$ cat src/design/ova_pkg.sv
// ----------------------------------------------------------------------------
// ova_pkg
// Shared widths, controller states and the command and status structures
// of the oldest-first voice allocator.
// ----------------------------------------------------------------------------
`timescale 1ns / 1ps

package ova_pkg;

    localparam int KEY_W              = 7;
    localparam int TIME_W             = 32;
    localparam int VOICE_W            = 5;
    localparam int CFG_W              = 6;
    localparam int MAX_VOICES_DEFAULT = 32;
    localparam int NUM_VOICES_RESET   = 32;

    typedef enum logic [2:0] {
        ST_IDLE,
        ST_UP_MATCH,
        ST_UP_FIND,
        ST_UP_LINK,
        ST_DN_READ,
        ST_DN_UPD,
        ST_RESULT
    } state_t;

    typedef struct packed {
        logic load_req;
        logic match;
        logic up_find;
        logic up_link;
        logic dn_read;
        logic dn_upd;
        logic load_out;
    } cmd_t;

    typedef struct packed {
        logic found;
        logic out_free;
    } status_t;

endpackage

$ cat src/design/ova_req_if.sv
// ----------------------------------------------------------------------------
// ova_req_if
// Key event request channel with valid and ready.
// ----------------------------------------------------------------------------
`timescale 1ns / 1ps

interface ova_req_if;

    logic                       valid;
    logic                       ready;
    logic [ova_pkg::KEY_W-1:0]  key_number;
    logic                       key_up;
    logic [ova_pkg::TIME_W-1:0] time_us;

    modport source (output valid, output key_number, output key_up, output time_us,
                    input ready);
    modport sink (input valid, input key_number, input key_up, input time_us,
                  output ready);

endinterface

$ cat src/design/ova_rsp_if.sv
// ----------------------------------------------------------------------------
// ova_rsp_if
// Voice command result channel with valid and ready.
// ----------------------------------------------------------------------------
`timescale 1ns / 1ps

interface ova_rsp_if;

    logic                        valid;
    logic                        ready;
    logic [ova_pkg::VOICE_W-1:0] voice_index;
    logic                        voice_start;
    logic [ova_pkg::KEY_W-1:0]   voice_key;
    logic                        was_stolen;
    logic [ova_pkg::TIME_W-1:0]  event_time;

    modport source (output valid, output voice_index, output voice_start,
                    output voice_key, output was_stolen, output event_time,
                    input ready);
    modport sink (input valid, input voice_index, input voice_start,
                  input voice_key, input was_stolen, input event_time,
                  output ready);

endinterface

$ cat src/design/ova_ctrl.sv
// ----------------------------------------------------------------------------
// ova_ctrl
// Sequencer that steps one key event at a time through the datapath.
// ----------------------------------------------------------------------------
`timescale 1ns / 1ps

module ova_ctrl
(
    input  logic             clk,
    input  logic             rst_n,
    input  logic             req_valid,
    input  logic             req_key_up,
    input  ova_pkg::status_t status,
    output logic             req_ready,
    output ova_pkg::cmd_t    cmd
);

    ova_pkg::state_t state_reg;
    ova_pkg::state_t state_next;

    always_ff @(posedge clk or negedge rst_n)
    begin
        if (!rst_n)
        begin
            state_reg <= ova_pkg::ST_IDLE;
        end
        else
        begin
            state_reg <= state_next;
        end
    end

    always_comb
    begin
        state_next = state_reg;
        cmd        = '0;
        req_ready  = 1'b0;
        case (state_reg)
            ova_pkg::ST_IDLE:
            begin
                req_ready = 1'b1;
                if (req_valid)
                begin
                    cmd.load_req = 1'b1;
                    state_next   = req_key_up ? ova_pkg::ST_UP_MATCH : ova_pkg::ST_DN_READ;
                end
            end
            ova_pkg::ST_UP_MATCH:
            begin
                cmd.match  = 1'b1;
                state_next = ova_pkg::ST_UP_FIND;
            end
            ova_pkg::ST_UP_FIND:
            begin
                if (status.found)
                begin
                    cmd.up_find = 1'b1;
                    state_next  = ova_pkg::ST_UP_LINK;
                end
                else
                begin
                    state_next = ova_pkg::ST_IDLE;
                end
            end
            ova_pkg::ST_UP_LINK:
            begin
                cmd.up_link = 1'b1;
                state_next  = ova_pkg::ST_RESULT;
            end
            ova_pkg::ST_DN_READ:
            begin
                cmd.dn_read = 1'b1;
                state_next  = ova_pkg::ST_DN_UPD;
            end
            ova_pkg::ST_DN_UPD:
            begin
                cmd.dn_upd = 1'b1;
                state_next = ova_pkg::ST_RESULT;
            end
            ova_pkg::ST_RESULT:
            begin
                if (status.out_free)
                begin
                    cmd.load_out = 1'b1;
                    state_next   = ova_pkg::ST_IDLE;
                end
            end
            default:
            begin
                state_next = ova_pkg::ST_IDLE;
            end
        endcase
    end

    a_cmd_onehot: assert property (@(posedge clk) disable iff (!rst_n)
        $onehot0({cmd.load_req, cmd.match, cmd.up_find, cmd.up_link,
                  cmd.dn_read, cmd.dn_upd, cmd.load_out}))
        else $error("More than one datapath command in a cycle.");

endmodule

$ cat src/design/ova_dp.sv
// ----------------------------------------------------------------------------
// ova_dp
// Voice state, key lanes, the assigned and released linked lists and the
// result register.
// ----------------------------------------------------------------------------
`timescale 1ns / 1ps

module ova_dp #(
    parameter int MAX_VOICES = ova_pkg::MAX_VOICES_DEFAULT
)
(
    input  logic                        clk,
    input  logic                        rst_n,
    input  ova_pkg::cmd_t               cmd,
    output ova_pkg::status_t            status,
    input  logic [ova_pkg::KEY_W-1:0]   req_key_number,
    input  logic                        req_key_up,
    input  logic [ova_pkg::TIME_W-1:0]  req_time_us,
    input  logic                        cfg_wr_en,
    input  logic [ova_pkg::CFG_W-1:0]   cfg_wr_data,
    input  logic                        rsp_ready,
    output logic                        rsp_valid,
    output logic [ova_pkg::VOICE_W-1:0] rsp_voice_index,
    output logic                        rsp_voice_start,
    output logic [ova_pkg::KEY_W-1:0]   rsp_voice_key,
    output logic                        rsp_was_stolen,
    output logic [ova_pkg::TIME_W-1:0]  rsp_event_time
);

    localparam int VW     = $clog2(MAX_VOICES);
    localparam int CW     = $clog2(MAX_VOICES + 1);
    localparam int NV_RST = (ova_pkg::NUM_VOICES_RESET > MAX_VOICES) ?
                            MAX_VOICES : ova_pkg::NUM_VOICES_RESET;

    function automatic logic [VW-1:0] vix(input logic [VW-1:0] x);
        vix = ({1'b0, x} < (VW + 1)'(MAX_VOICES)) ? x : '0;
    endfunction

    function automatic logic [VW-1:0] wrap_inc(input logic [VW-1:0] x);
        wrap_inc = (x == VW'(MAX_VOICES - 1)) ? '0 : x + VW'(1);
    endfunction

    // Control state.
    logic [CW-1:0]         num_reg,   num_next;
    logic [CW-1:0]         count_reg, count_next;
    logic [VW-1:0]         ahead_reg, ahead_next;
    logic [VW-1:0]         atail_reg, atail_next;
    logic [VW-1:0]         rhead_reg, rhead_next;
    logic [VW-1:0]         rtail_reg, rtail_next;
    logic [MAX_VOICES-1:0] busy_reg,  busy_next;
    logic [MAX_VOICES-1:0] nir_valid_reg, nir_valid_next;
    logic                  out_valid_reg, out_valid_next;

    // Request and working payload.
    logic [ova_pkg::KEY_W-1:0]  key_reg;
    logic                       up_reg;
    logic [ova_pkg::TIME_W-1:0] time_reg;
    logic [MAX_VOICES-1:0]      match_reg;
    logic [MAX_VOICES-1:0]      match_next;
    logic [VW-1:0]              v_reg;
    logic                       stolen_reg;
    logic [ova_pkg::KEY_W-1:0]  held_key_reg [MAX_VOICES];

    // Result register.
    logic [ova_pkg::VOICE_W-1:0] out_voice_reg;
    logic                        out_start_reg;
    logic [ova_pkg::KEY_W-1:0]   out_key_reg;
    logic                        out_stolen_reg;
    logic [ova_pkg::TIME_W-1:0]  out_time_reg;

    // Link memories.
    logic [VW-1:0] nia_mem [MAX_VOICES];
    logic [VW-1:0] pia_mem [MAX_VOICES];
    logic [VW-1:0] nir_mem [MAX_VOICES];
    logic [VW-1:0] nia_q, pia_q, nir_mem_q, nir_addr_q;
    logic          nir_vld_q;

    logic          nia_we, pia_we, nir_we, nia_re, pia_re, nir_re;
    logic [VW-1:0] nia_waddr, nia_wdata, pia_waddr, pia_wdata, nir_waddr, nir_wdata;
    logic [VW-1:0] nia_raddr, pia_raddr, nir_raddr;

    logic [CW-1:0]         cfg_num;
    logic [VW-1:0]         enc_v;
    logic [VW-1:0]         vcur;
    logic [VW-1:0]         link_n, link_p;
    logic [VW-1:0]         nir_eff;
    logic                  dn_steal;
    logic                  hk_we;
    logic                  v_load;
    logic [VW+ova_pkg::VOICE_W-1:0] v_wide;

    always_comb
    begin
        if (cfg_wr_data == '0)
        begin
            cfg_num = CW'(1);
        end
        else if (int'(cfg_wr_data) > MAX_VOICES)
        begin
            cfg_num = CW'(MAX_VOICES);
        end
        else
        begin
            cfg_num = CW'(cfg_wr_data);
        end
    end

    always_comb
    begin
        for (int i = 0; i < MAX_VOICES; i++)
        begin
            match_next[i] = busy_reg[i] && (held_key_reg[i] == key_reg) &&
                            (CW'(i) < num_reg);
        end
    end

    always_comb
    begin
        enc_v = '0;
        for (int i = MAX_VOICES - 1; i >= 0; i--)
        begin
            if (match_reg[i])
            begin
                enc_v = VW'(i);
            end
        end
    end

    assign status.found    = |match_reg;
    assign status.out_free = !out_valid_reg || rsp_ready;

    assign link_n   = vix(nia_q);
    assign link_p   = vix(pia_q);
    assign nir_eff  = nir_vld_q ? nir_mem_q : wrap_inc(nir_addr_q);
    assign dn_steal = !(count_reg < num_reg);
    assign v_wide   = {{ova_pkg::VOICE_W{1'b0}}, v_reg};

    always_comb
    begin
        num_next       = num_reg;
        count_next     = count_reg;
        ahead_next     = ahead_reg;
        atail_next     = atail_reg;
        rhead_next     = rhead_reg;
        rtail_next     = rtail_reg;
        busy_next      = busy_reg;
        nir_valid_next = nir_valid_reg;
        out_valid_next = out_valid_reg;
        nia_we = 1'b0;  nia_waddr = '0;  nia_wdata = '0;
        pia_we = 1'b0;  pia_waddr = '0;  pia_wdata = '0;
        nir_we = 1'b0;  nir_waddr = '0;  nir_wdata = '0;
        nia_re = 1'b0;  nia_raddr = '0;
        pia_re = 1'b0;  pia_raddr = '0;
        nir_re = 1'b0;  nir_raddr = '0;
        vcur   = '0;
        v_load = 1'b0;
        hk_we  = 1'b0;

        if (cfg_wr_en)
        begin
            num_next       = cfg_num;
            count_next     = '0;
            ahead_next     = '0;
            atail_next     = '0;
            rhead_next     = '0;
            rtail_next     = VW'(cfg_num - CW'(1));
            busy_next      = '0;
            nir_valid_next = '0;
        end
        else if (cmd.up_find)
        begin
            // The released voice joins the tail of the released order.
            vcur      = enc_v;
            v_load    = 1'b1;
            nir_we    = 1'b1;
            nir_waddr = vix(rtail_reg);
            nir_wdata = enc_v;
            nir_valid_next[vix(rtail_reg)] = 1'b1;
            rtail_next = enc_v;
            if (count_reg >= num_reg)
            begin
                rhead_next = enc_v;
            end
            if (count_reg != '0)
            begin
                count_next = count_reg - CW'(1);
            end
            nia_re    = 1'b1;
            nia_raddr = enc_v;
            pia_re    = 1'b1;
            pia_raddr = enc_v;
        end
        else if (cmd.up_link)
        begin
            if (ahead_reg == v_reg)
            begin
                ahead_next = link_n;
            end
            else if (atail_reg == v_reg)
            begin
                atail_next = link_p;
            end
            else
            begin
                nia_we    = 1'b1;
                nia_waddr = link_p;
                nia_wdata = link_n;
                pia_we    = 1'b1;
                pia_waddr = link_n;
                pia_wdata = link_p;
            end
            busy_next[v_reg] = 1'b0;
        end
        else if (cmd.dn_read)
        begin
            v_load = 1'b1;
            if (!dn_steal)
            begin
                vcur = vix(rhead_reg);
                if (count_reg == '0)
                begin
                    ahead_next = vcur;
                    atail_next = vcur;
                end
                nir_re     = 1'b1;
                nir_raddr  = vcur;
                count_next = count_reg + CW'(1);
            end
            else
            begin
                vcur      = vix(ahead_reg);
                nia_re    = 1'b1;
                nia_raddr = vcur;
            end
        end
        else if (cmd.dn_upd)
        begin
            if (!stolen_reg)
            begin
                rhead_next = vix(nir_eff);
            end
            else
            begin
                ahead_next = link_n;
            end
            nia_we    = 1'b1;
            nia_waddr = vix(atail_reg);
            nia_wdata = v_reg;
            pia_we    = 1'b1;
            pia_waddr = v_reg;
            pia_wdata = vix(atail_reg);
            atail_next = v_reg;
            hk_we      = 1'b1;
            busy_next[v_reg] = 1'b1;
        end

        if (cmd.load_out)
        begin
            out_valid_next = 1'b1;
        end
        else if (rsp_ready)
        begin
            out_valid_next = 1'b0;
        end
    end

    always_ff @(posedge clk or negedge rst_n)
    begin
        if (!rst_n)
        begin
            num_reg       <= CW'(NV_RST);
            count_reg     <= '0;
            ahead_reg     <= '0;
            atail_reg     <= '0;
            rhead_reg     <= '0;
            rtail_reg     <= VW'(NV_RST - 1);
            busy_reg      <= '0;
            nir_valid_reg <= '0;
            out_valid_reg <= 1'b0;
        end
        else
        begin
            num_reg       <= num_next;
            count_reg     <= count_next;
            ahead_reg     <= ahead_next;
            atail_reg     <= atail_next;
            rhead_reg     <= rhead_next;
            rtail_reg     <= rtail_next;
            busy_reg      <= busy_next;
            nir_valid_reg <= nir_valid_next;
            out_valid_reg <= out_valid_next;
        end
    end

    always_ff @(posedge clk)
    begin
        if (cmd.load_req)
        begin
            key_reg    <= req_key_number;
            up_reg     <= req_key_up;
            time_reg   <= req_time_us;
            stolen_reg <= 1'b0;
        end
        else if (cmd.dn_read)
        begin
            stolen_reg <= dn_steal;
        end
        if (cmd.match)
        begin
            match_reg <= match_next;
        end
        if (v_load)
        begin
            v_reg <= vcur;
        end
        if (hk_we)
        begin
            held_key_reg[v_reg] <= key_reg;
        end
        if (cmd.load_out)
        begin
            out_voice_reg  <= v_wide[ova_pkg::VOICE_W-1:0];
            out_start_reg  <= !up_reg;
            out_key_reg    <= key_reg;
            out_stolen_reg <= stolen_reg && !up_reg;
            out_time_reg   <= time_reg;
        end
    end

    always_ff @(posedge clk)
    begin
        if (nia_we)
        begin
            nia_mem[nia_waddr] <= nia_wdata;
        end
        if (nia_re)
        begin
            nia_q <= nia_mem[nia_raddr];
        end
    end

    always_ff @(posedge clk)
    begin
        if (pia_we)
        begin
            pia_mem[pia_waddr] <= pia_wdata;
        end
        if (pia_re)
        begin
            pia_q <= pia_mem[pia_raddr];
        end
    end

    // An entry never written since the last reinitialisation reads as its
    // successor index.
    always_ff @(posedge clk)
    begin
        if (nir_we)
        begin
            nir_mem[nir_waddr] <= nir_wdata;
        end
        if (nir_re)
        begin
            nir_mem_q  <= nir_mem[nir_raddr];
            nir_vld_q  <= nir_valid_reg[nir_raddr];
            nir_addr_q <= nir_raddr;
        end
    end

    assign rsp_valid       = out_valid_reg;
    assign rsp_voice_index = out_voice_reg;
    assign rsp_voice_start = out_start_reg;
    assign rsp_voice_key   = out_key_reg;
    assign rsp_was_stolen  = out_stolen_reg;
    assign rsp_event_time  = out_time_reg;

    a_count_bound: assert property (@(posedge clk) disable iff (!rst_n)
        count_reg <= num_reg)
        else $error("Assigned voice count exceeds the voice count.");

    a_start_busy: assert property (@(posedge clk) disable iff (!rst_n)
        cmd.dn_upd |=> busy_reg[v_reg])
        else $error("Started voice is not marked busy.");

    a_release_free: assert property (@(posedge clk) disable iff (!rst_n)
        cmd.up_link |=> !busy_reg[v_reg])
        else $error("Released voice is still marked busy.");

    a_steal_is_start: assert property (@(posedge clk) disable iff (!rst_n)
        rsp_valid && rsp_was_stolen |-> rsp_voice_start)
        else $error("A release result is flagged as stolen.");

endmodule

$ cat src/design/oldest_voice_allocator_core.sv
// ----------------------------------------------------------------------------
// oldest_voice_allocator_core
// A key-down passes the read and update states, a matched key-up the match,
// find and link states; both then load the result once the output is free.
// An unmatched key-up ends after the find state with no result. One request
// runs at a time, set by the sequencer's list updates via the link memories.
// Async reset: 32 voices (at most MAX_VOICES), all released; no clearing pass.
// ----------------------------------------------------------------------------
`timescale 1ns / 1ps

module oldest_voice_allocator_core #(
    parameter int MAX_VOICES = ova_pkg::MAX_VOICES_DEFAULT
)
(
    input  logic                      clk,
    input  logic                      rst_n,
    ova_req_if.sink                   req,
    ova_rsp_if.source                 rsp,
    input  logic                      cfg_wr_en,
    input  logic [ova_pkg::CFG_W-1:0] cfg_wr_data
);

    ova_pkg::cmd_t    cmd;
    ova_pkg::status_t status;

    ova_ctrl u_ctrl
    (
        .clk        (clk),
        .rst_n      (rst_n),
        .req_valid  (req.valid),
        .req_key_up (req.key_up),
        .status     (status),
        .req_ready  (req.ready),
        .cmd        (cmd)
    );

    ova_dp #(
        .MAX_VOICES (MAX_VOICES)
    ) u_dp
    (
        .clk             (clk),
        .rst_n           (rst_n),
        .cmd             (cmd),
        .status          (status),
        .req_key_number  (req.key_number),
        .req_key_up      (req.key_up),
        .req_time_us     (req.time_us),
        .cfg_wr_en       (cfg_wr_en),
        .cfg_wr_data     (cfg_wr_data),
        .rsp_ready       (rsp.ready),
        .rsp_valid       (rsp.valid),
        .rsp_voice_index (rsp.voice_index),
        .rsp_voice_start (rsp.voice_start),
        .rsp_voice_key   (rsp.voice_key),
        .rsp_was_stolen  (rsp.was_stolen),
        .rsp_event_time  (rsp.event_time)
    );

endmodule
$ cat src/flat_wrapper.sv
// flat-port wrapper written by rule: the top's interface ports become plain ports
module oldest_voice_allocator_core_flat 
#(
    parameter int MAX_VOICES = ova_pkg::MAX_VOICES_DEFAULT
)
  (clk, rst_n, cfg_wr_en, cfg_wr_data, req_valid, req_key_number, req_key_up, req_time_us, req_ready, rsp_valid, rsp_voice_index, rsp_voice_start, rsp_voice_key, rsp_was_stolen, rsp_event_time, rsp_ready);
  ova_req_if req_i ();
  ova_rsp_if rsp_i ();
  input  logic clk;
  input  logic rst_n;
  input  logic cfg_wr_en;
  input  logic [ova_pkg::CFG_W-1:0] cfg_wr_data;
  input wire logic [$bits(req_i.valid)-1:0] req_valid;
  input wire logic [$bits(req_i.key_number)-1:0] req_key_number;
  input wire logic [$bits(req_i.key_up)-1:0] req_key_up;
  input wire logic [$bits(req_i.time_us)-1:0] req_time_us;
  output wire logic [$bits(req_i.ready)-1:0] req_ready;
  output wire logic [$bits(rsp_i.valid)-1:0] rsp_valid;
  output wire logic [$bits(rsp_i.voice_index)-1:0] rsp_voice_index;
  output wire logic [$bits(rsp_i.voice_start)-1:0] rsp_voice_start;
  output wire logic [$bits(rsp_i.voice_key)-1:0] rsp_voice_key;
  output wire logic [$bits(rsp_i.was_stolen)-1:0] rsp_was_stolen;
  output wire logic [$bits(rsp_i.event_time)-1:0] rsp_event_time;
  input wire logic [$bits(rsp_i.ready)-1:0] rsp_ready;
  assign req_i.valid = req_valid;
  assign req_i.key_number = req_key_number;
  assign req_i.key_up = req_key_up;
  assign req_i.time_us = req_time_us;
  assign req_ready = req_i.ready;
  assign rsp_valid = rsp_i.valid;
  assign rsp_voice_index = rsp_i.voice_index;
  assign rsp_voice_start = rsp_i.voice_start;
  assign rsp_voice_key = rsp_i.voice_key;
  assign rsp_was_stolen = rsp_i.was_stolen;
  assign rsp_event_time = rsp_i.event_time;
  assign rsp_i.ready = rsp_ready;
  oldest_voice_allocator_core #(.MAX_VOICES(MAX_VOICES)) u_core (.clk(clk), .rst_n(rst_n), .req(req_i), .rsp(rsp_i), .cfg_wr_en(cfg_wr_en), .cfg_wr_data(cfg_wr_data));
endmodule
$ cat config.mk
export PLATFORM = sky130hd
export DESIGN_NAME = oldest_voice_allocator_core_flat
export DESIGN_NICKNAME = d
export VERILOG_FILES = /design/src/design/ova_pkg.sv /design/src/design/ova_req_if.sv /design/src/design/ova_rsp_if.sv /design/src/design/ova_ctrl.sv /design/src/design/ova_dp.sv /design/src/design/oldest_voice_allocator_core.sv /design/src/flat_wrapper.sv
export SDC_FILE = /design/constraint.sdc
export NUM_CORES = 1
export LEC_CHECK = 0
export ABC_AREA = 0
export BUFFER_PORTS_ARGS = -buffer_cell sky130_fd_sc_hd__buf_2
export CORE_AREA = 5 5 322 324
export DETAILED_ROUTE_END_ITERATION = 10
export DIE_AREA = 0 0 327 329
export PLACE_DENSITY = 0.55
export SLEW_MARGIN = 20
export SYNTH_ARGS = -nofsm -noshare
export SYNTH_HDL_FRONTEND = slang
export SYNTH_SLANG_ARGS = --single-unit
$ cat constraint.sdc
create_clock -name clk -period 4.92 [get_ports clk]
set_input_delay 0.738 -clock clk [delete_from_list [all_inputs] [get_ports clk]]
set_output_delay 0.738 -clock clk [all_outputs]
set_load 0.02 [all_outputs]
# Word-level counts from Yosys, hierarchy flattened

Memories as Yosys holds them, arrays and structs flattened. A register that Yosys moved wholly into a read port is not among the register bits.
Cells that the tools add are included.

Add/subtract/negate cells: 4
Equality and inequality tests: 55
Order comparisons: 40
Multiplexer cells: 162
Bitwise gates (word level): 4
Reduce and logical (&&, ||, !) cells: 91

Operators by type and width:

| kind                 | number |
|---|---|
| $mux W5              | 91 |
| $eq A7 B7 Y1         | 32 |
| $mux W32             | 7 |
| $lt A5 B6 Y1 const A | 16 |
| $logic_and A1 B1 Y1  | 67 |
| $or A32 B32 Y32      | 2 |
| $lt A4 B6 Y1 const A | 8 |
| $mux W1              | 48 |
| $mux W6              | 8 |
| $and A32 B32 Y32     | 1 |
| $not A32 Y32         | 1 |
| $reduce_or A32 Y1    | 1 |
| $lt A3 B6 Y1 const A | 4 |
| $lt A5 B6 Y1 const B | 3 |
| $pmux W3 S6          | 1 |
| $ne A3 B3 Y1 const B | 5 |
| $logic_not A6 Y1     | 2 |
| $lt A1 B6 Y1 const A | 2 |
| $lt A2 B6 Y1 const A | 2 |
| $ne A3 B2 Y1 const B | 4 |
| $reduce_and A6 Y1    | 2 |
| $reduce_bool A3 Y1   | 4 |
| $demux W1 S5         | 2 |
| $eq A5 B5 Y1         | 2 |
| other kinds (29)     | 41 |

Input port bits: 51
Bits in writable memories: 704
Memories: 4
Output and inout port bits: 48
Flip-flop bits (word level): 230

Memory list:

| name                     | depth | width | rd ports | clocked after memory_dff | write ports | line         | text |
|---|---|---|---|---|---|---|---|
| u_core.u_dp.held_key_reg | 32    | 7     | 32       | 0                        | 1           | ova_dp.sv:62 | `logic [ova_pkg::KEY_W-1:0] held_key_reg [MAX_VOICES];` |
| u_core.u_dp.nia_mem      | 32    | 5     | 1        | 1                        | 1           | ova_dp.sv:72 | `logic [VW-1:0] nia_mem [MAX_VOICES];` |
| u_core.u_dp.nir_mem      | 32    | 5     | 1        | 1                        | 1           | ova_dp.sv:74 | `logic [VW-1:0] nir_mem [MAX_VOICES];` |
| u_core.u_dp.pia_mem      | 32    | 5     | 1        | 1                        | 1           | ova_dp.sv:73 | `logic [VW-1:0] pia_mem [MAX_VOICES];` |

# Logic depth before layout (Yosys ltp)

Gate-level depths: netlist of run 1.

Word-level depth: 35
Mapped depth: 16
Gate-level depth less buffers: 13

# Modules after synthesis

From an unflattened synthesis of run 1, not the netlist that was laid out.

Cell total of the unflattened synthesis: 3006
Area total of the unflattened synthesis: 40507.6 um2

By module, submodules not included:

| module   | cells an instance | times used | area each (um2) |
|---|---|---|---|
| ova_dp   | 2981              | 1          | 40273.6 |
| ova_ctrl | 25                | 1          | 234.0 |

# Least setup slack after synthesis of run 1

OpenSTA, ideal clock, no wires.

Kind: input-to-reg
Start: input rsp_ready
End: register u_core.u_dp.out_time_reg, in the netlist u_core.u_dp.rsp_event_time[0], enable pin
Arrival: 4277 ps
Path slack: 127 ps
Path buffers: 0
Library setup time: 516 ps
Stages on the path: 2
Cell sequence: nand2b_1 -> nor3b_1

RTL lines:

| element              | line               | text |
|---|---|---|
| from (decl)          | flat_wrapper.sv:24 | `input wire logic [$bits(rsp_i.ready)-1:0] rsp_ready;` |
| to (signal assigned) | ova_dp.sv:326      | `out_time_reg <= time_reg;` |
| to (decl)            | ova_dp.sv:69       | `logic [ova_pkg::TIME_W-1:0] out_time_reg;` |

# Final worst setup path of run 1

Start: register u_core.u_dp.match_reg[24]
End: register u_core.u_dp.nia_q[2], in the netlist u_core.u_dp.link_n[2], read port of u_core.u_dp.nia_mem (data pin)

Word-level cells in the longest chain between the ends: 27
Elaborated cells between the ends (all ways): 32
Those cells by class: mux (31); reduce/logical (1)

RTL lines:

| element                | line          | text |
|---|---|---|
| from (decl)            | ova_dp.sv:58  | `logic [MAX_VOICES-1:0] match_reg;` |
| from (signal assigned) | ova_dp.sv:310 | `match_reg <= match_next;` |
| $mux W5 (25 in series) | ova_dp.sv:122 | `if (match_reg[i])` |
| $mux W5                | ova_dp.sv:170 | `else if (cmd.up_find)` |
| $mux W5                | ova_dp.sv:159 | `if (cfg_wr_en)` |
| to (decl)              | ova_dp.sv:75  | `logic [VW-1:0] nia_q, pia_q, nir_mem_q, nir_addr_q;` |

Several ways; a longest one is shown, not always the timed one.
A chain may end at the register's enable or synchronous reset.

==> reports/results.txt, run 1 <==
antenna-violating nets left -> 0
DP Cell Count -> 4089
flops & latches, synth -> 949
Worst slew margin -> 0.257
WHS -> 171 ps
f_max -> 241 MHz
GRT Total Usage -> 0.182
CTS max path bufs -> 3
CP required -> 5430 ps
Congestion Overflow GR -> 0
Crit. End Element -> flip-flop
CTS tree -> built
Initial DRC Count -> 2052
status -> completed
Pleak -> 15.2 nW
Die W -> 327 um
Core Area -> 101000 um2
post-CTS setup buffer count -> 0
# setup viols final -> 0
worst-case reg-to-reg path depth -> 10
hold_buf cts -> 0
max-cap viol count -> 0
clock sinks -> 949
max reg flops -> 224
most common flop cell mapped by yosys -> edfxtp_1
Final period util -> 0.844
# port buffers -> 98
CTS buffer count -> 101
Post-CTS Resized -> 0
startpoint types -> flip-flop
commonest non-fill, non-tap cell in the layout -> edfxtp_1
DR pass1 iterations -> 8
Tmin final -> 4150 ps
commonest non-fill, non-tap cells in the layout -> edfxtp_1, nand2_1, nor2_1
HP Class -> input pin to asynchronous set/reset pin
Power Dens Cells -> 463 nW/um2
post-synthesis simple-gate area fraction -> 0.0876
DRC viols -> 0
Final Max Tran Viols -> 0
Non-Filler Instances -> 4281
critical-path cell list -> nor4_1 -> nand4_1 -> o21ai_4 -> inv_2 -> a21oi_4 -> buf_4 -> mux2_2 -> a22oi_1 -> o221ai_1 -> a211oi_1
n_diodes -> 0
routed length per placed instance -> 23.3 um
clk_skew -> 26.1 ps
Post-synth EDFFs -> 848
RSZ-0062 raised after global routing -> false
vias in the first global route -> 24100
post-synthesis compound-gate area fraction -> 0.0795
slowest cell delay on critical path -> 630 ps
CTS clock-pin slew for the worst setup and hold paths -> 60 ps
TNS Setup -> 0 ps
Final nets -> 2948
Vias/cell -> 5.58
syn avg cell area -> 14.4 um2
HPWL after DPL -> 64.1 mm
critical path class -> flip-flop to flip-flop
Mapped Cells -> 2758
Synth Area in XOR/XNOR -> 0.0531
post-synthesis adder-cell area fraction -> 0.00459
io pins -> 99
die height -> 329 um
crit path max fanout -> 34
largest family of logic cells by synthesized area -> simple AND/OR/NAND/NOR gates
initial antenna violation count -> 0
Post-Syn Area -> 39800 um2
Skew-Pair Late Insertion Delay -> 680 ps
DRT Wirelength -> 99.6 mm
layout cells sized above 1 -> 0.136
Root Driver -> clkbuf_16
share of synthesized registers carrying an async set or reset -> 0.105
syn_nets -> 2823
final hold violation count -> 0
Slowest cell on crit path -> nor4_1
worst slew pin tran -> 1110 ps
register area share after synthesis -> 0.704
Core Rows -> 117
pin count of the biggest net entering global routing -> 95
Synth warnings -> 0
DR vias -> 23900
htree depth -> 3
mux cell area share after synthesis -> 0.0507
Synth cell types -> 83
DIE AREA -> 108000 um2
first-pass GRT wire length -> 151 mm
Max rail drop VDD -> 325 uV
final core area utilization -> 0.450
Synth-to-Final Area Change -> 14.2%
gp weighted congestion -> 0.849
arrival time worst endpoint -> 4660 ps
Initial Util -> 0.394
-- path summary, 6_finish.rpt --
path | startpoint | endpoint | slack [ps]
worst max-delay path | u_core.u_dp.match_reg[24] | u_core.u_dp.link_n[2] | 770
worst min-delay path | rst_n | u_core.u_dp.busy_reg[28] | 170
worst max register to register | u_core.u_dp.match_reg[24] | u_core.u_dp.link_n[2] | 770
worst min register to register | u_core.u_dp.time_reg[26] | u_core.u_dp.rsp_event_time[26] | 420
max in group asynchronous | rst_n | u_core.u_dp.nir_valid_reg[28] | 4000
min in group clk | req_time_us[31] | u_core.u_dp.time_reg[31] | 240
-- critical path: cells and delay by family, from the launching register on --
family / cells / cell delay (ps)
AO/OA/AOI/OAI: 5 / 1520
multiplexers: 1 / 390
AND/OR/NAND/NOR: 2 / 900
flip-flops: 1 / 420
buffers and inverters: 2 / 710
-- synthesized netlist by cell type, types with 6 or more instances --
library cell | number | area (um2)
edfxtp_1 | 848 | 25500
nand2_1 | 204 | 766
nor2_1 | 204 | 766
mux2i_1 | 175 | 1750
xnor2_1 | 161 | 1410
nand3_1 | 104 | 521
dfrtp_1 | 94 | 2350
clkbuf_1 | 88 | 330
a21oi_1 | 87 | 435
xor2_1 | 80 | 701
nor3_1 | 57 | 285
a211oi_1 | 53 | 398
nand4_1 | 43 | 269
a21o_1 | 40 | 300
o22ai_1 | 39 | 244
o211ai_1 | 38 | 285
a221oi_1 | 33 | 289
buf_2 | 32 | 160
inv_1 | 32 | 120
nor4_1 | 31 | 194
o221ai_1 | 27 | 236
buf_1 | 26 | 97.6
o21ai_0 | 24 | 120
o31ai_1 | 15 | 113
a31oi_1 | 14 | 87.6
nand2b_1 | 14 | 87.6
ha_1 | 13 | 163
a311oi_1 | 12 | 105
or3_1 | 11 | 68.8
mux2_2 | 9 | 101
or4_1 | 9 | 67.6
nand3b_1 | 7 | 52.6
nor2b_1 | 7 | 43.8
dfstp_2 | 6 | 158
mux4_2 | 6 | 135
o21bai_1 | 6 | 45.0
-- metrics by stage --
step / total power, W / setup slack (ps) / instance area, um2
6_report: 0.0210 / 768 / 45400
5_1_grt: 0.0219 / 543 / 45400
4_1_cts: 0.0212 / 837 / 45400
3_5_place_dp: 0.0134 / 851 / 42000
3_3_place_gp: 0.0133 / 934 / 42000
2_1_floorplan: 0.0121 / 127 / 39800
-- power breakdown --
part | internal, W | switching, W
Clock | 0.00459 | 0.00318
Combinational | 0.00107 | 0.00230
Sequential | 0.00943 | 0.000457
Total | 0.0151 | 0.00594
-- cell type report --
class / instances / area [um2]
inverter: 39 / 146
clock buffer: 125 / 2730
clock inverter: 67 / 718
multi-input combinational: 1616 / 11000
timing repair buffer: 176 / 1140
tap: 1309 / 1640
sequential: 949 / 28000
fill: 8857 / 55400
-- routing by layer --
layer	vias to the layer above	GRT usage	part of all wire
met5	-	0	0
met2	825	0.290	0.47
met3	159	0.0367	0.064
met4	0	0.0597	0.030
met1	12100	0.254	0.44
li1	10800	-	-
-- cells by family after synthesis --
| kind of cell | after synthesis |
|---|---|
| AND/OR/NAND/NOR | 728 |
| adder cells (fa/ha/maj) | 14 |
| buffers and inverters | 193 |
| multiplexers | 191 |
| flip-flops | 949 |
| XOR/XNOR | 241 |
| AO/OA/AOI/OAI | 442 |
(Power assumes the default switching activity.)
==> inputs of run 2 (changes only) <==
- PLACE_DENSITY: 0.55 -> 0.57
- clock period: 4.92 -> 3.7 ns (I/O delays scaled with it)
==> run 2 against run 1 <==
  * Global-route usage up 0.12 points
  * Sequential cell count unchanged
  * Routed wire length up 0.57%
  * Critical path depth rose by 1
  * Register-to-register slack worse by 620 ps
  * Worst setup slack worse by 620 ps
  * Sequential power up 32%
  * Largest power group unchanged
  * Highest routed layer is now met5
==> reports/results.txt, run 2 (same netlist as run 1, synthesis figures left out) <==
critical-path cell list -> clkinv_1 -> ha_1 -> a21boi_0 -> o31a_1 -> nand2_1 -> a21boi_2 -> buf_4 -> nand2_1 -> a32oi_1 -> a2111oi_0 -> nor4_1
startpoint types -> flip-flop
CP required -> 4090 ps
Clock Power Share -> 0.365
# setup viols final -> 0
layout cells sized above 1 -> 0.155
DIE AREA -> 108000 um2
worst r2r src -> u_core.u_dp.num_reg[5]
clk_skew -> 49.0 ps
gp weighted congestion -> 0.857
switch share -> 0.283
Initial Util -> 0.394
pre-CTS worst setup slack -> 38.8 ps
Die W -> 327 um
GRT Total Usage -> 0.184
sequential cell area -> 28000 um2
DR WL met3 -> 6.70 mm
Worst slew margin -> 0.195
WHS -> 51.0 ps
pin count of the biggest net entering global routing -> 66
final hold violation count -> 0
initial antenna violation count -> 1
DR vias -> 24300
Root Driver -> clkbuf_16
Comb pwr share -> 0.171
most used cell, CP -> nand2_1
arrival time worst endpoint -> 3950 ps
Internal -> 0.0202 W
Vias/cell -> 5.53
share of total power in sequential cells -> 0.464
status -> completed
# port buffers -> 98
htree depth -> 3
Final Max Tran Viols -> 0
Pleak -> 15.8 nW
DR pass1 iterations -> 6
CTS tree -> built
slowest cell delay on critical path -> 710 ps
Power Dens Cells -> 606 nW/um2
HP Class -> input pin to flip-flop
# fillers -> 8753
Setup crit start -> u_core.u_dp.num_reg[5]
TNS Setup -> 0 ps
CTS buffer count -> 99
Crit. End Element -> flip-flop
WL met2 -> 46.2 mm
vias in the first global route -> 24500
commonest non-fill, non-tap cells in the layout -> edfxtp_1, nand2_1, nor2_1
CTS max path bufs -> 3
CTS clock-pin slew for the worst setup and hold paths -> 60 ps
HPWL after DPL -> 65.2 mm
f_max -> 281 MHz
io pins -> 99
metal1 wirelength -> 44.6 mm
crit path max fanout -> 6
max reg flops -> 224
Final nets -> 3065
n_diodes -> 0
RSZ-0062 raised after global routing -> false
top layer used by detailed routing -> met5
Tmin final -> 3560 ps
Slowest cell on crit path -> a2111oi_0
Core Rows -> 117
critical path class -> flip-flop to flip-flop
Skew-Pair Late Insertion Delay -> 700 ps
DRT Wirelength -> 100 mm
worst slew pin tran -> 1200 ps
clock sinks -> 949
Core Area -> 101000 um2
DRC viols -> 0
Synth-to-Final Area Change -> 17.0%
NetSw -> 0.00797 W
Congestion Overflow GR -> 0
routed length per placed instance -> 22.8 um
area of the multi-input gates -> 11100 um2
Initial DRC Count -> 2487
die height -> 329 um
commonest non-fill, non-tap cell in the layout -> edfxtp_1
first-pass GRT wire length -> 152 mm
max-cap viol count -> 0
Final period util -> 0.961
Max rail drop VDD -> 407 uV
final worst slack -> 144 ps
antenna-violating nets left -> 0
hold path start -> req_key_number[3]
## run 2: final cells by class
class | instances | share of cell area
repair buffers | 295 | 0.0488
well taps | 1309 | 0.0352
clock buffers | 128 | 0.0567
clock inverters | 59 | 0.0164
flip-flops and latches | 949 | 0.602
inverters | 39 | 0.00315
multi-input cells | 1616 | 0.238
## run 2: per-stage QoR
stage          area (um2)   util  instances  total power [W]
2_1_floorplan       39800      -       2758           0.0161
3_3_place_gp        42700  0.423       4163           0.0179
3_5_place_dp        42700  0.423       4163           0.0180
4_1_cts             46400  0.460       4388           0.0283
5_1_grt             46500  0.461       4395           0.0293
6_report            46500  0.461       4395           0.0282
## run 2: final timing paths
path / slack (ps) / cells past startpoint / to
setup / recovery: 140 / 11 / u_core.u_dp.link_n[4]
hold / removal: 50 / 1 / u_core.u_dp.key_reg[3]
setup reg to reg: 140 / 11 / u_core.u_dp.link_n[4]
hold reg to reg: 420 / 0 / u_core.u_dp.rsp_event_time[10]
max in group asynchronous: 2240 / 3 / u_core.u_dp.nir_valid_reg[9]
min in group asynchronous: 550 / 2 / u_core.u_dp.nir_valid_reg[26]
## run 2: timing repair
action | 4_1_cts | 5_1_grt
setup endpoints to repair | 0 | 9
resized for setup | 0 | 2
endpoints found under the hold margin | 51 | 0
hold buffers | 38 | 0
buffers inserted | 0 | 7
## run 2: per-layer routing
| layer | vias up | track usage |
|---|---|---|
| met1 | 12200 | 0.258 |
| met5 | - | 0 |
| met3 | 176 | 0.0351 |
| met2 | 875 | 0.292 |
| li1 | 11000 | - |
| met4 | 2 | 0.0570 |
## run 2: power groups by stage
stage	Combinational (W)	Clock, W	Sequential [W]
after floorplan	0.00289	0	0.0132
after global placement	0.00462	0	0.0133
after detailed placement	0.00471	0	0.0133
after CTS	0.00476	0.0105	0.0131
after global routing	0.00523	0.0110	0.0131
final	0.00481	0.0103	0.0131
## run 2: worst max-delay path: cells and delay by family (launching register included)
kind / cells / cell delay [ps]
AOI/OAI and AO/OA: 5 / 1740
DFF: 1 / 540
and+or+nand+nor: 3 / 380
buffers and inverters: 2 / 320
adders and majority gates: 1 / 290
